**config.mk**
```make
export PLATFORM = sky130hd
export DESIGN_NAME = url_percent_decoder_top
export DESIGN_NICKNAME = d
export VERILOG_FILES = /design/src/sv/upd_pkg.sv /design/src/sv/url_percent_decoder_top.sv /design/src/sv/upd_front.sv /design/src/sv/upd_fifo.sv /design/src/sv/upd_back.sv
export SDC_FILE = /design/constraint.sdc
export NUM_CORES = 1
export LEC_CHECK = 0
export ABC_AREA = 1
export BUFFER_PORTS_ARGS = -buffer_cell sky130_fd_sc_hd__buf_2
export CAP_MARGIN = 20
export CORE_UTILIZATION = 40
export CTS_CLUSTER_DIAMETER = 60
export CTS_CLUSTER_SIZE = 10
export DETAILED_ROUTE_END_ITERATION = 10
export PLACE_DENSITY = 0.57
export SLEW_MARGIN = 20
export SYNTH_ARGS = -nofsm -noshare
export SYNTH_HDL_FRONTEND = slang
export SYNTH_SLANG_ARGS = --single-unit
```
**constraint.sdc**
```tcl
create_clock -name clk -period 2.95 [get_ports clk]
set_input_delay 0.4425 -clock clk [delete_from_list [all_inputs] [get_ports clk]]
set_output_delay 0.4425 -clock clk [all_outputs]
set_load 0.01 [all_outputs]
```
**src/sv/upd_pkg.sv**
```systemverilog
`timescale 1ns / 1ps
// upd_pkg: shared types, constants and helper functions of the url percent decoder
// depends on nothing; used by every module of the decoder
package upd_pkg;

    localparam logic [7:0] CharSpace   = 8'd32;
    localparam logic [7:0] CharDel     = 8'd127;
    localparam logic [7:0] CharPlus    = 8'd43;
    localparam logic [7:0] CharPercent = 8'd37;
    localparam logic [7:0] CharNul     = 8'd0;

    localparam int FifoDepth = 4;
    localparam int FifoPtrW  = $clog2(FifoDepth);
    localparam int FifoCntW  = $clog2(FifoDepth + 1);

    localparam int MaxBeats = 3;
    localparam int BeatIdxW = $clog2(MaxBeats);
    localparam int BeatCntW = $clog2(MaxBeats + 1);

    // one decoded run: up to three beats, the last one may close the string
    typedef struct packed {
        logic [BeatCntW-1:0]           cnt;
        logic [MaxBeats-1:0][7:0]      bytes;
        logic                          closes;
    } upd_burst_t;

    function automatic logic is_hex(input logic [7:0] c);
        return (c inside {[8'h30:8'h39], [8'h41:8'h46], [8'h61:8'h66]});
    endfunction

    function automatic logic [3:0] hex_nibble(input logic [7:0] c);
        if (c inside {[8'h30:8'h39]})
        begin
            return c[3:0];
        end
        return c[3:0] + 4'd9;
    endfunction

endpackage

```
**src/sv/url_percent_decoder_top.sv**
```systemverilog
`timescale 1ns / 1ps
// url_percent_decoder_top: streaming url percent decoder, front, queue and back joined
// depends on upd_pkg, upd_front, upd_fifo, upd_back
//
//   channel | handshake            | payload
//   --------+----------------------+----------------------------------------------
//   input   | in_valid / in_ready  | ch, end_marker
//   output  | out_valid / out_ready| out_byte, byte_valid, string_end, last_of_run
//
// one character beat is taken per cycle while the run queue has room
// the back drives one result beat per cycle while out_ready does not hold it, so runs of two or three beats
// fill the four-entry run queue and stall the input until an entry frees
// a character's first result beat passes through the run queue and then the output register before it is valid
// rst_n clears the escape state, the queue pointers and count, and the output valid flag
module url_percent_decoder_top (
    input  logic       clk,
    input  logic       rst_n,
    input  logic       in_valid,
    output logic       in_ready,
    input  logic [7:0] ch,
    input  logic       end_marker,
    output logic       out_valid,
    input  logic       out_ready,
    output logic [7:0] out_byte,
    output logic       byte_valid,
    output logic       string_end,
    output logic       last_of_run
);
    import upd_pkg::*;

    logic       q_push;
    logic       q_full;
    logic       q_pop;
    logic       q_empty;
    upd_burst_t q_data;
    upd_burst_t q_head;

    upd_front u_front (
        .clk        (clk),
        .rst_n      (rst_n),
        .in_valid   (in_valid),
        .in_ready   (in_ready),
        .ch         (ch),
        .end_marker (end_marker),
        .q_full     (q_full),
        .q_push     (q_push),
        .q_data     (q_data)
    );

    upd_fifo u_fifo (
        .clk       (clk),
        .rst_n     (rst_n),
        .push      (q_push),
        .push_data (q_data),
        .full      (q_full),
        .pop       (q_pop),
        .empty     (q_empty),
        .head      (q_head)
    );

    upd_back u_back (
        .clk         (clk),
        .rst_n       (rst_n),
        .q_empty     (q_empty),
        .q_head      (q_head),
        .q_pop       (q_pop),
        .out_valid   (out_valid),
        .out_ready   (out_ready),
        .out_byte    (out_byte),
        .byte_valid  (byte_valid),
        .string_end  (string_end),
        .last_of_run (last_of_run)
    );

endmodule

```
**src/sv/upd_front.sv**
```systemverilog
`timescale 1ns / 1ps
// upd_front: accepts characters, tracks the escape state and builds decoded runs
// depends on upd_pkg
module upd_front (
    input  logic               clk,
    input  logic               rst_n,
    input  logic               in_valid,
    output logic               in_ready,
    input  logic [7:0]         ch,
    input  logic               end_marker,
    input  logic               q_full,
    output logic               q_push,
    output upd_pkg::upd_burst_t q_data
);
    import upd_pkg::*;

    localparam logic [1:0] PhIdle  = 2'd0;
    localparam logic [1:0] PhPct   = 2'd1;
    localparam logic [1:0] PhDigit = 2'd2;

    logic [1:0] escape_phase_reg, escape_phase_next;
    logic [7:0] held_digit_reg, held_digit_next;
    logic       accept;

    logic       idle_emit;
    logic [7:0] idle_byte;
    logic       idle_esc;
    logic [7:0] decoded;
    upd_burst_t burst;

    assign in_ready = !q_full;
    assign accept   = in_valid && in_ready;

    // idle-phase decode of the current character
    always_comb
    begin
        idle_emit = 1'b1;
        idle_byte = ch;
        idle_esc  = 1'b0;
        if (ch == CharPlus)
        begin
            idle_byte = CharSpace;
        end
        else if (ch == CharPercent)
        begin
            idle_emit = 1'b0;
            idle_esc  = 1'b1;
        end
    end

    always_comb
    begin
        decoded = {hex_nibble(held_digit_reg), hex_nibble(ch)};
        if (decoded < CharSpace || decoded == CharDel)
        begin
            decoded = CharSpace;
        end
    end

    always_comb
    begin
        burst             = '0;
        escape_phase_next = PhIdle;
        held_digit_next   = held_digit_reg;
        if (end_marker)
        begin
            burst.closes = 1'b1;
            case (escape_phase_reg)
                PhPct:
                begin
                    burst.bytes[0] = CharPercent;
                    burst.bytes[1] = CharNul;
                    burst.cnt      = BeatCntW'(2);
                end
                PhDigit:
                begin
                    burst.bytes[0] = CharPercent;
                    burst.bytes[1] = held_digit_reg;
                    burst.bytes[2] = CharNul;
                    burst.cnt      = BeatCntW'(3);
                end
                default:
                begin
                    burst.bytes[0] = CharNul;
                    burst.cnt      = BeatCntW'(1);
                end
            endcase
        end
        else
        begin
            case (escape_phase_reg)
                PhPct:
                begin
                    if (is_hex(ch))
                    begin
                        held_digit_next   = ch;
                        escape_phase_next = PhDigit;
                    end
                    else if (ch == CharPercent)
                    begin
                        burst.bytes[0] = CharPercent;
                        burst.cnt      = BeatCntW'(1);
                    end
                    else
                    begin
                        burst.bytes[0] = CharPercent;
                        burst.bytes[1] = idle_byte;
                        burst.cnt      = idle_emit ? BeatCntW'(2) : BeatCntW'(1);
                        escape_phase_next = idle_esc ? PhPct : PhIdle;
                    end
                end
                PhDigit:
                begin
                    if (is_hex(ch))
                    begin
                        burst.bytes[0] = decoded;
                        burst.cnt      = BeatCntW'(1);
                    end
                    else
                    begin
                        burst.bytes[0] = CharPercent;
                        burst.bytes[1] = held_digit_reg;
                        burst.bytes[2] = idle_byte;
                        burst.cnt      = idle_emit ? BeatCntW'(3) : BeatCntW'(2);
                        escape_phase_next = idle_esc ? PhPct : PhIdle;
                    end
                end
                default:
                begin
                    burst.bytes[0] = idle_byte;
                    burst.cnt      = idle_emit ? BeatCntW'(1) : BeatCntW'(0);
                    escape_phase_next = idle_esc ? PhPct : PhIdle;
                end
            endcase
        end
    end

    assign q_push = accept && (burst.cnt != '0);
    assign q_data = burst;

    always_ff @(posedge clk or negedge rst_n)
    begin
        if (!rst_n)
        begin
            escape_phase_reg <= PhIdle;
            held_digit_reg   <= 8'd0;
        end
        else if (accept)
        begin
            escape_phase_reg <= escape_phase_next;
            held_digit_reg   <= held_digit_next;
        end
    end

    a_phase_legal: assert property (@(posedge clk) disable iff (!rst_n)
        escape_phase_reg != 2'd3)
        else $error("escape phase reached unused code");
    a_digit_held_hex: assert property (@(posedge clk) disable iff (!rst_n)
        escape_phase_reg == PhDigit |-> is_hex(held_digit_reg))
        else $error("held digit is not hex");
    a_end_pushes: assert property (@(posedge clk) disable iff (!rst_n)
        accept && end_marker |-> q_push && burst.closes)
        else $error("terminator produced no closing run");

endmodule

```
**src/sv/upd_fifo.sv**
```systemverilog
`timescale 1ns / 1ps
// upd_fifo: short queue of decoded runs between front and back
// depends on upd_pkg
module upd_fifo (
    input  logic                clk,
    input  logic                rst_n,
    input  logic                push,
    input  upd_pkg::upd_burst_t push_data,
    output logic                full,
    input  logic                pop,
    output logic                empty,
    output upd_pkg::upd_burst_t head
);
    import upd_pkg::*;

    upd_burst_t             mem_reg [FifoDepth];
    logic [FifoPtrW-1:0]    wr_ptr_reg, rd_ptr_reg;
    logic [FifoCntW-1:0]    count_reg, count_next;

    assign full  = (count_reg == FifoCntW'(FifoDepth));
    assign empty = (count_reg == '0);
    assign head  = mem_reg[rd_ptr_reg];

    always_comb
    begin
        count_next = count_reg;
        if (push && !pop)
        begin
            count_next = count_reg + 1'b1;
        end
        else if (pop && !push)
        begin
            count_next = count_reg - 1'b1;
        end
    end

    always_ff @(posedge clk)
    begin
        if (push)
        begin
            mem_reg[wr_ptr_reg] <= push_data;
        end
    end

    always_ff @(posedge clk or negedge rst_n)
    begin
        if (!rst_n)
        begin
            wr_ptr_reg <= '0;
            rd_ptr_reg <= '0;
            count_reg  <= '0;
        end
        else
        begin
            if (push)
            begin
                wr_ptr_reg <= wr_ptr_reg + 1'b1;
            end
            if (pop)
            begin
                rd_ptr_reg <= rd_ptr_reg + 1'b1;
            end
            count_reg <= count_next;
        end
    end

    a_no_overflow: assert property (@(posedge clk) disable iff (!rst_n)
        push |-> !full)
        else $error("push into full queue");
    a_no_underflow: assert property (@(posedge clk) disable iff (!rst_n)
        pop |-> !empty)
        else $error("pop from empty queue");
    a_count_bound: assert property (@(posedge clk) disable iff (!rst_n)
        count_reg <= FifoCntW'(FifoDepth))
        else $error("queue count beyond depth");

endmodule

```
**src/sv/upd_back.sv**
```systemverilog
`timescale 1ns / 1ps
// upd_back: walks each queued run and drives result beats through an output register
// depends on upd_pkg
module upd_back (
    input  logic                clk,
    input  logic                rst_n,
    input  logic                q_empty,
    input  upd_pkg::upd_burst_t q_head,
    output logic                q_pop,
    output logic                out_valid,
    input  logic                out_ready,
    output logic [7:0]          out_byte,
    output logic                byte_valid,
    output logic                string_end,
    output logic                last_of_run
);
    import upd_pkg::*;

    logic [BeatIdxW-1:0] idx_reg;
    logic                out_valid_reg;
    logic [7:0]          out_byte_reg;
    logic                byte_valid_reg;
    logic                string_end_reg;
    logic                last_reg;
    logic                load;
    logic                is_last;

    assign load    = !q_empty && (!out_valid_reg || out_ready);
    assign is_last = (BeatCntW'(idx_reg) + 1'b1) == q_head.cnt;
    assign q_pop   = load && is_last;

    always_ff @(posedge clk or negedge rst_n)
    begin
        if (!rst_n)
        begin
            out_valid_reg <= 1'b0;
            idx_reg       <= '0;
        end
        else if (load)
        begin
            out_valid_reg <= 1'b1;
            idx_reg       <= is_last ? '0 : idx_reg + 1'b1;
        end
        else if (out_ready)
        begin
            out_valid_reg <= 1'b0;
        end
    end

    always_ff @(posedge clk)
    begin
        if (load)
        begin
            out_byte_reg   <= q_head.bytes[idx_reg];
            byte_valid_reg <= !(is_last && q_head.closes);
            string_end_reg <= is_last && q_head.closes;
            last_reg       <= is_last;
        end
    end

    assign out_valid   = out_valid_reg;
    assign out_byte    = out_byte_reg;
    assign byte_valid  = byte_valid_reg;
    assign string_end  = string_end_reg;
    assign last_of_run = last_reg;

    a_end_is_last: assert property (@(posedge clk) disable iff (!rst_n)
        out_valid && string_end |-> last_of_run && !byte_valid)
        else $error("closing beat not last or carries data");
    a_head_nonempty: assert property (@(posedge clk) disable iff (!rst_n)
        !q_empty |-> q_head.cnt != '0)
        else $error("queued run with no beats");
    a_idx_in_run: assert property (@(posedge clk) disable iff (!rst_n)
        !q_empty |-> BeatCntW'(idx_reg) < q_head.cnt)
        else $error("beat index past end of run");

endmodule

```
==> results of run 1 <==
-- worst paths after layout --
path	start	endpoint	slack [ps]	cells past startpoint
min in group clk	ch[4]	u_front.held_digit_reg[6]	330	2
max in group asynchronous	rst_n	u_front.held_digit_reg[7]	2580	1
worst max register to register	u_front.escape_phase_reg[0]	u_fifo.count_reg[2]	310	16
worst min-delay path	rst_n	u_back.idx_reg[0]	8	1
worst min register to register	u_front.held_digit_reg[5]	u_front.held_digit_reg[5]	510	2
worst max-delay path	u_front.escape_phase_reg[0]	u_fifo.count_reg[2]	310	16
-- report_power, final --
part           switching, mW  internal (mW)  total [mW]
Clock                  0.852           1.17        2.02
Combinational           1.41          0.684        2.09
Sequential             0.126           2.58        2.71
-- per-layer routing --
metal  global-route usage [%]  up-vias  share of wire (%)  wire [µm]
met3                    4.789       26                5.9        877
met5                        0        -                  0          0
met1                    26.03     2275                 46       6821
met4                    6.635        0                1.5        229
met2                    30.26      143                 47       7047
li1                         -     2244                  -          -
-- synth_stat cells, drive strengths merged, types with 2 or more instances --
master,count
and2,2
or2,2
edfxtp,119
xor2,8
o21ai,78
xnor2,2
nand3,30
ha,16
dfrtp,20
buf,8
nand2,123
nor3,5
nor2,80
nand4,9
o22ai,33
clkbuf,19
inv,50
a21oi,16
-- per-stage QoR --
step	setup TNS (ps)	total power, mW	hold slack [ps]
floorplan	-25840	4.172	146.9
global placement	0	4.829	449.9
detailed placement	-37.29	4.878	456.5
CTS	0	6.897	9.989
global route	0	7.252	32.48
finish	0	6.823	7.882
-- cell families after synthesis --
group / count (synthesis) / synth area share [%]
buf+inv: 78 / 5.010
fa+ha+maj: 17 / 3.379
flops: 139 / 62.51
simple gates: 251 / 16.74
compound gates: 130 / 10.90
xor+xnor: 10 / 1.459
-- final cells by class --
type / instances / area share (%)
Clock buffer: 17 / 5.626
Clock inverter: 15 / 1.870
Inverter: 51 / 2.532
Multi-Input combinational cell: 408 / 28.21
Sequential cell: 139 / 53.88
Tap cell: 216 / 3.574
Timing Repair Buffer: 45 / 4.302
==> results by group, run 1 <==
Status
  • Status: completed

Setup path
  • Worst-path fanout max: 8
  • CP max stage delay: 430 ps
  • Critical Path Sink Type: flip-flop
  • CP arrival: 2930 ps
  • Worst EP required: 3250 ps
  • Worst path cell trace: inv_1 > ha_1 > inv_1 > o211ai_1 > nand3_1 > o21ai_2 > inv_2 > nand2_2 > nand2_2 > inv_1 > ha_1 > inv_1 > fa_1 > a21oi_1 > o21ai_0 > xor2_1
  • Buffer and inverter count on the worst path: 5
  • Critical path's top delay family: adder cells
  • CP Class: flip-flop to flip-flop
  • Startpoint types: flip-flop
  • Slowest cell on the critical path: ha_1
  • Crit path top cell by count: inv_1

Logic synthesis
  • Synth warnings: 0
  • Syn Inst Count: approximately 630
  • Syn Nets: roughly 660
  • Share of the synthesized area in the top cell type: a little over half
  • Ys flop type: edfxtp_1
  • Count of cell types in the netlist: 36
  • EDFF count, synth: about 120
  • Register area share after synthesis: between 60% and 70%
  • Mapped cell area: ~6500 µm²
  • Mean area per synthesized cell: ~10 µm²
  • Yosys reg bits: 139
  • Ys async rst share: 14.39%
  • Cell taking the most area after synthesis: edfxtp_1
  • Largest cells by area after synthesis: edfxtp_1, dfrtp_1, nand2_1

Floorplan
  • DIE HEIGHT: about 130 µm
  • Die X: around 130 µm
  • Core Area: approximately 16,000 µm²
  • Die area: about 17,000 µm²
  • Number of core rows: 46
  • Starting density of the core: roughly 41%
  • I/O pins: 26

STA
  • Fin crit period: 2639 ps
  • Clk_skew: between 7 and 8 ps
  • Max-Slew Margin vs Limit: around half
  • Setup violators final: 0
  • Worst setup margin: about 310 ps
  • Slew @ Worst Pin: ~740 ps
  • Slew Limit Fails: 0
  • Fin crit share: between 80% and 90%
  • Final hold viol count: 0
  • RSZ-0062 raised after global routing: no
  • Fmax: roughly 380 MHz

Route
  • Via density per instance: roughly 5.3
  • Post-route ant nets: 0
  • Wirelength per Cell: 16.81 µm
  • Via count: ~4,700
  • DRT Pass-1 Iters: 5
  • Final Routed Wirelength: about 15,000 µm
  • Iter 0 DRT Violations: slightly below 400
  • Drt drc: 0

Cells and area
  • Footprint of the multi-input gates: ~2100 µm²
  • Number of flip-flops in the largest register: between 100 and 150
  • Commonest non-fill, non-tap cells in the layout: edfxtp_1, nand2_1, o21ai_0
  • Final #Nets: roughly 700
  • Finished Cell Area: 7561 µm²
  • Commonest non-fill, non-tap cell in the layout: edfxtp_1
  • Layout cells sized above 1: between 10% and 20%
  • FF/Latch Area: ~4100 µm²
  • Number of fill cells: 1,484
  • Post-route insts no fill: slightly below 900
  • Total inserted antenna cells: 0
  • Area growth from synthesis to layout: 16.01%
  • Final Util: between 40% and 50%

Placement
  • Global placement routability congestion: ~0.90
  • IO buf count: 25
  • DP HPWL: 9750 µm
  • Post-Place Setup Slack: -37.29 ps
  • DP Area: roughly 7000 µm²
  • # placed instances: approximately 860

GRT
  • Overall global routing resource usage: about 19%
  • Initial antenna violation count: 0
  • Grt ovf: 0
  • Vias in the first global route: 4,478
  • Largest net degree at the start of global routing: 51
  • Global-route wire length before repair: approximately 24,000 µm

Worst hold path
  • HP Class: primary input to async pin

CTS
  • CTS tree: yes
  • TritonCTS Buffers: 17
  • CTS clk-pin slew, worst paths: 60 ps
  • Post-CTS resize count: 0
  • # clock sinks: 139
  • Hold-fix buffer count after cts: 0
  • Clock Latency Late Sink: about 420 ps
  • Clock Tree Buf Depth: 2
  • Setup Buffers After CTS: 0
  • CTS Root Cell: clkbuf_16
  • H-Tree Level Count: 4

Power
  • Leakage power: between 2 and 3 nW
  • Peak supply drop: around 450 µV
  • PwrDens: ~900 nW/µm²

Flow run
  • Max_cap viols: 0
No activity file was read; power rests on OpenSTA's default activity.
==> run 2, diff against run 1 <==
ABC_AREA = not set   (was 1)
ABC_CLOCK_PERIOD_IN_PS = 2950   (was not set)
GPL_ROUTABILITY_DRIVEN = 0   (was not set)
==> results by group, run 2 <==
Status
  • Status: completed

Power
  • Peak supply drop: 441.9 µV
  • Leakage power: between 2 and 3 nW
  • PwrDens: between 900 and 1000 nW/µm²

Setup path
  • Reg2reg setup slack: 250 ps
  • Worst path cell trace: mux4_2 > xnor2_1 > nand2_1 > o22ai_1 > nand2_1 > ha_1 > inv_1 > fa_1 > mux2_2
  • Worst EP required: roughly 3300 ps
  • Startpoint types: flip-flop
  • CP arrival: 3000 ps
  • Buffer and inverter count on the worst path: 1
  • Critical path's top delay family: multiplexers
  • Crit path top cell by count: nand2_1
  • CP max stage delay: about 570 ps
  • Worst-path fanout max: 6
  • Worst R2R End: u_fifo.count_reg[1]
  • Reg2Reg Launch Point: u_fifo.rd_ptr_reg[0]
  • Slowest cell on the critical path: mux4_2
  • CP Class: flip-flop to flip-flop
  • R2r worst-path depth: 9
  • Critical Path Sink Type: flip-flop

Flow run
  • Max_cap viols: 0

STA
  • Final TNS setup: 0 ps
  • Fmax: 370.5 MHz
  • Final hold viol count: 0
  • Clk_skew: ~13 ps
  • Slew @ Worst Pin: 606.4 ps
  • Fin crit period: approximately 2700 ps
  • Fin crit share: 91.50%
  • Max-Slew Margin vs Limit: around three fifths
  • Slew Limit Fails: 0
  • Setup violators final: 0
  • RSZ-0062 raised after global routing: no
  • Hold_ws: around 270 ps

Logic synthesis
  • Ys flop type: edfxtp_1
  • Most numerous cell in the Yosys netlist: edfxtp_1
  • Register area share after synthesis: between 60 and 70%
  • Syn Nets: roughly 450
  • Synth warnings: 0
  • Count of cell types in the netlist: a little over 60
  • Syn Inst Count: 424
  • Post-synth top cells: edfxtp_1, inv_1, nand2_1
  • Largest cells by area after synthesis: edfxtp_1, mux4_2, dfrtp_1
  • EDFF count, synth: between 100 and 150
  • Cell taking the most area after synthesis: edfxtp_1
  • Mapped cell area: 6421 µm²
  • Share of the synthesized area in the top cell type: a little under three fifths
  • Mean area per synthesized cell: approximately 15 µm²
  • Ys async rst share: between 10% and 20%
  • Yosys reg bits: about 140

Route
  • Final Routed Wirelength: ~13,000 µm
  • Via count: about 3,700
  • Drt drc: 0
  • Iter 0 DRT Violations: 310
  • Post-route ant nets: 0
  • Via density per instance: approximately 5.4
  • Wirelength per Cell: approximately 19 µm
  • DRT Pass-1 Iters: 5

CTS
  • CTS Root Cell: clkbuf_16
  • Setup Buffers After CTS: 0
  • # clock sinks: about 140
  • CTS tree: yes
  • CTS clk-pin slew, worst paths: around 60 ps
  • H-Tree Level Count: 4
  • Post-CTS resize count: 0
  • TritonCTS Buffers: 17
  • Clock Tree Buf Depth: 2
  • Clock Latency Late Sink: around 420 ps

Placement
  • IO buf count: 25
  • # placed instances: between 600 and 700
  • DP HPWL: between 8000 and 9000 µm

Cells and area
  • Total inserted antenna cells: 0
  • Layout cells sized above 1: 26.24%
  • Commonest non-fill, non-tap cell in the layout: edfxtp_1
  • FF/Latch Area: between 4000 and 5000 µm²
  • Footprint of the multi-input gates: roughly 2200 µm²
  • Final #Nets: roughly 500
  • Number of flip-flops in the largest register: 108
  • Number of fill cells: roughly 1,300
  • Commonest non-fill, non-tap cells in the layout: edfxtp_1, inv_1, nand2_1
  • Post-route insts no fill: about 700
  • Area growth from synthesis to layout: 18.02%

Worst hold path
  • HP Class: primary input to flip-flop
  • Hold path cells: 4
  • Hold endpoint: u_back.out_valid
  • Startpoint of the lowest-slack hold path: out_ready

Floorplan
  • Number of core rows: 45
  • Die X: between 100 and 150 µm
  • Die area: about 17,000 µm²
  • Core Area: around 15,000 µm²
  • Starting density of the core: a little over two fifths
  • DIE HEIGHT: between 100 and 150 µm
  • I/O pins: 26

GRT
  • Initial antenna violation count: 0
  • Grt ovf: 0
  • Overall global routing resource usage: between 15 and 20%
  • Vias in the first global route: 3,578
  • Global-route wire length before repair: around 21,000 µm
  • Largest net degree at the start of global routing: 28
-- run 2: cell types whose count changed after synthesis, moves of 23 or more --
| cell | previous run | this run |
|---|---|---|
| mux4_2 | 0 | 26 |
| o22ai_1 | 33 | 10 |
| nor2_1 | 74 | 13 |
| o21ai_0 | 75 | 14 |
| nand3_1 | 30 | 6 |
| nand2_1 | 118 | 27 |
-- run 2: kinds of logic (layout without fill, tap and decap cells) --
logic type	after synthesis	count (layout)	share of synthesized area, %
flops	139	139	63.45
simple gates	85	85	7.580
compound gates	79	79	8.847
buf+inv	49	109	3.079
mux	46	46	12.39
fa+ha+maj	17	17	3.429
xor+xnor	9	9	1.228
-- run 2: worst max-delay path by stage --
stage / startpoint / end / slack [ps] / cells after the start
5_1_grt: u_fifo.rd_ptr_reg[0] / u_fifo.count_reg[1] / 30 / 9
4_1_cts: u_fifo.rd_ptr_reg[0] / u_fifo.count_reg[1] / 210 / 9
3_3_place_gp: ch[6] / u_fifo.count_reg[2] / 160 / 12
2_1_floorplan: ch[1] / u_fifo.count_reg[2] / 50 / 14
6_report: u_fifo.rd_ptr_reg[0] / u_fifo.count_reg[1] / 250 / 9
3_5_place_dp: ch[6] / u_fifo.count_reg[2] / 80 / 12
-- run 2: area by class of cell --
cell class	instances	share of cell area, %
Sequential cell	139	53.77
Multi-Input combinational cell	236	28.48
Clock buffer	25	6.670
Timing Repair Buffer	49	4.722
Tap cell	211	3.484
Clock inverter	7	1.486
Inverter	28	1.387
-- run 2: stage by stage --
| stage | power (mW) | instance area [µm²] | util [%] | worst slack, ps |
|---|---|---|---|---|
| CTS | 6.993 | 7579 | 49.12 | 212.6 |
| detailed placement | 4.797 | 6950 | 45.05 | 81.84 |
| global route | 7.257 | 7579 | 49.12 | 25.03 |
| global placement | 4.754 | 6950 | 45.05 | 155.5 |
| floorplan | 4.130 | 6432 | - | 54.38 |
| finish | 6.907 | 7579 | 49.12 | 250.9 |
-- run 2: report_power, final --
part / leakage, nW / switching, mW / internal [mW]
clock network: 0.305 / 0.761 / 1.44
logic: 1.15 / 1.02 / 0.874
registers: 1.37 / 0.161 / 2.66
-- run 2: repair_timing --
| item | 4_1_cts | 5_1_grt |
|---|---|---|
| hold buffers | 1 | 0 |
| setup endpoints to repair | 0 | 0 |
| hold endpoints to repair | 20 | 0 |
-- run 2: worst register-to-register path, delay by kind of cell (launching register included) --
kind,cells,cell delay (ps)
and+or+nand+nor,2,220
DFF,1,470
adders and majority gates,2,630
xor gates and xnor gates,1,190
muxes,2,830
buffers and inverters,1,70
AOI/OAI and AO/OA,1,170
-- run 2: layer usage --
| layer | track usage [%] | up-vias | share of wire (%) |
|---|---|---|---|
| li1 | - | 1726 | - |
| met1 | 23.79 | 1890 | 47 |
| met2 | 26.61 | 114 | 46 |
| met3 | 4.407 | 17 | 5.2 |
| met4 | 7.474 | 0 | 1.9 |
| met5 | 0 | - | 0 |
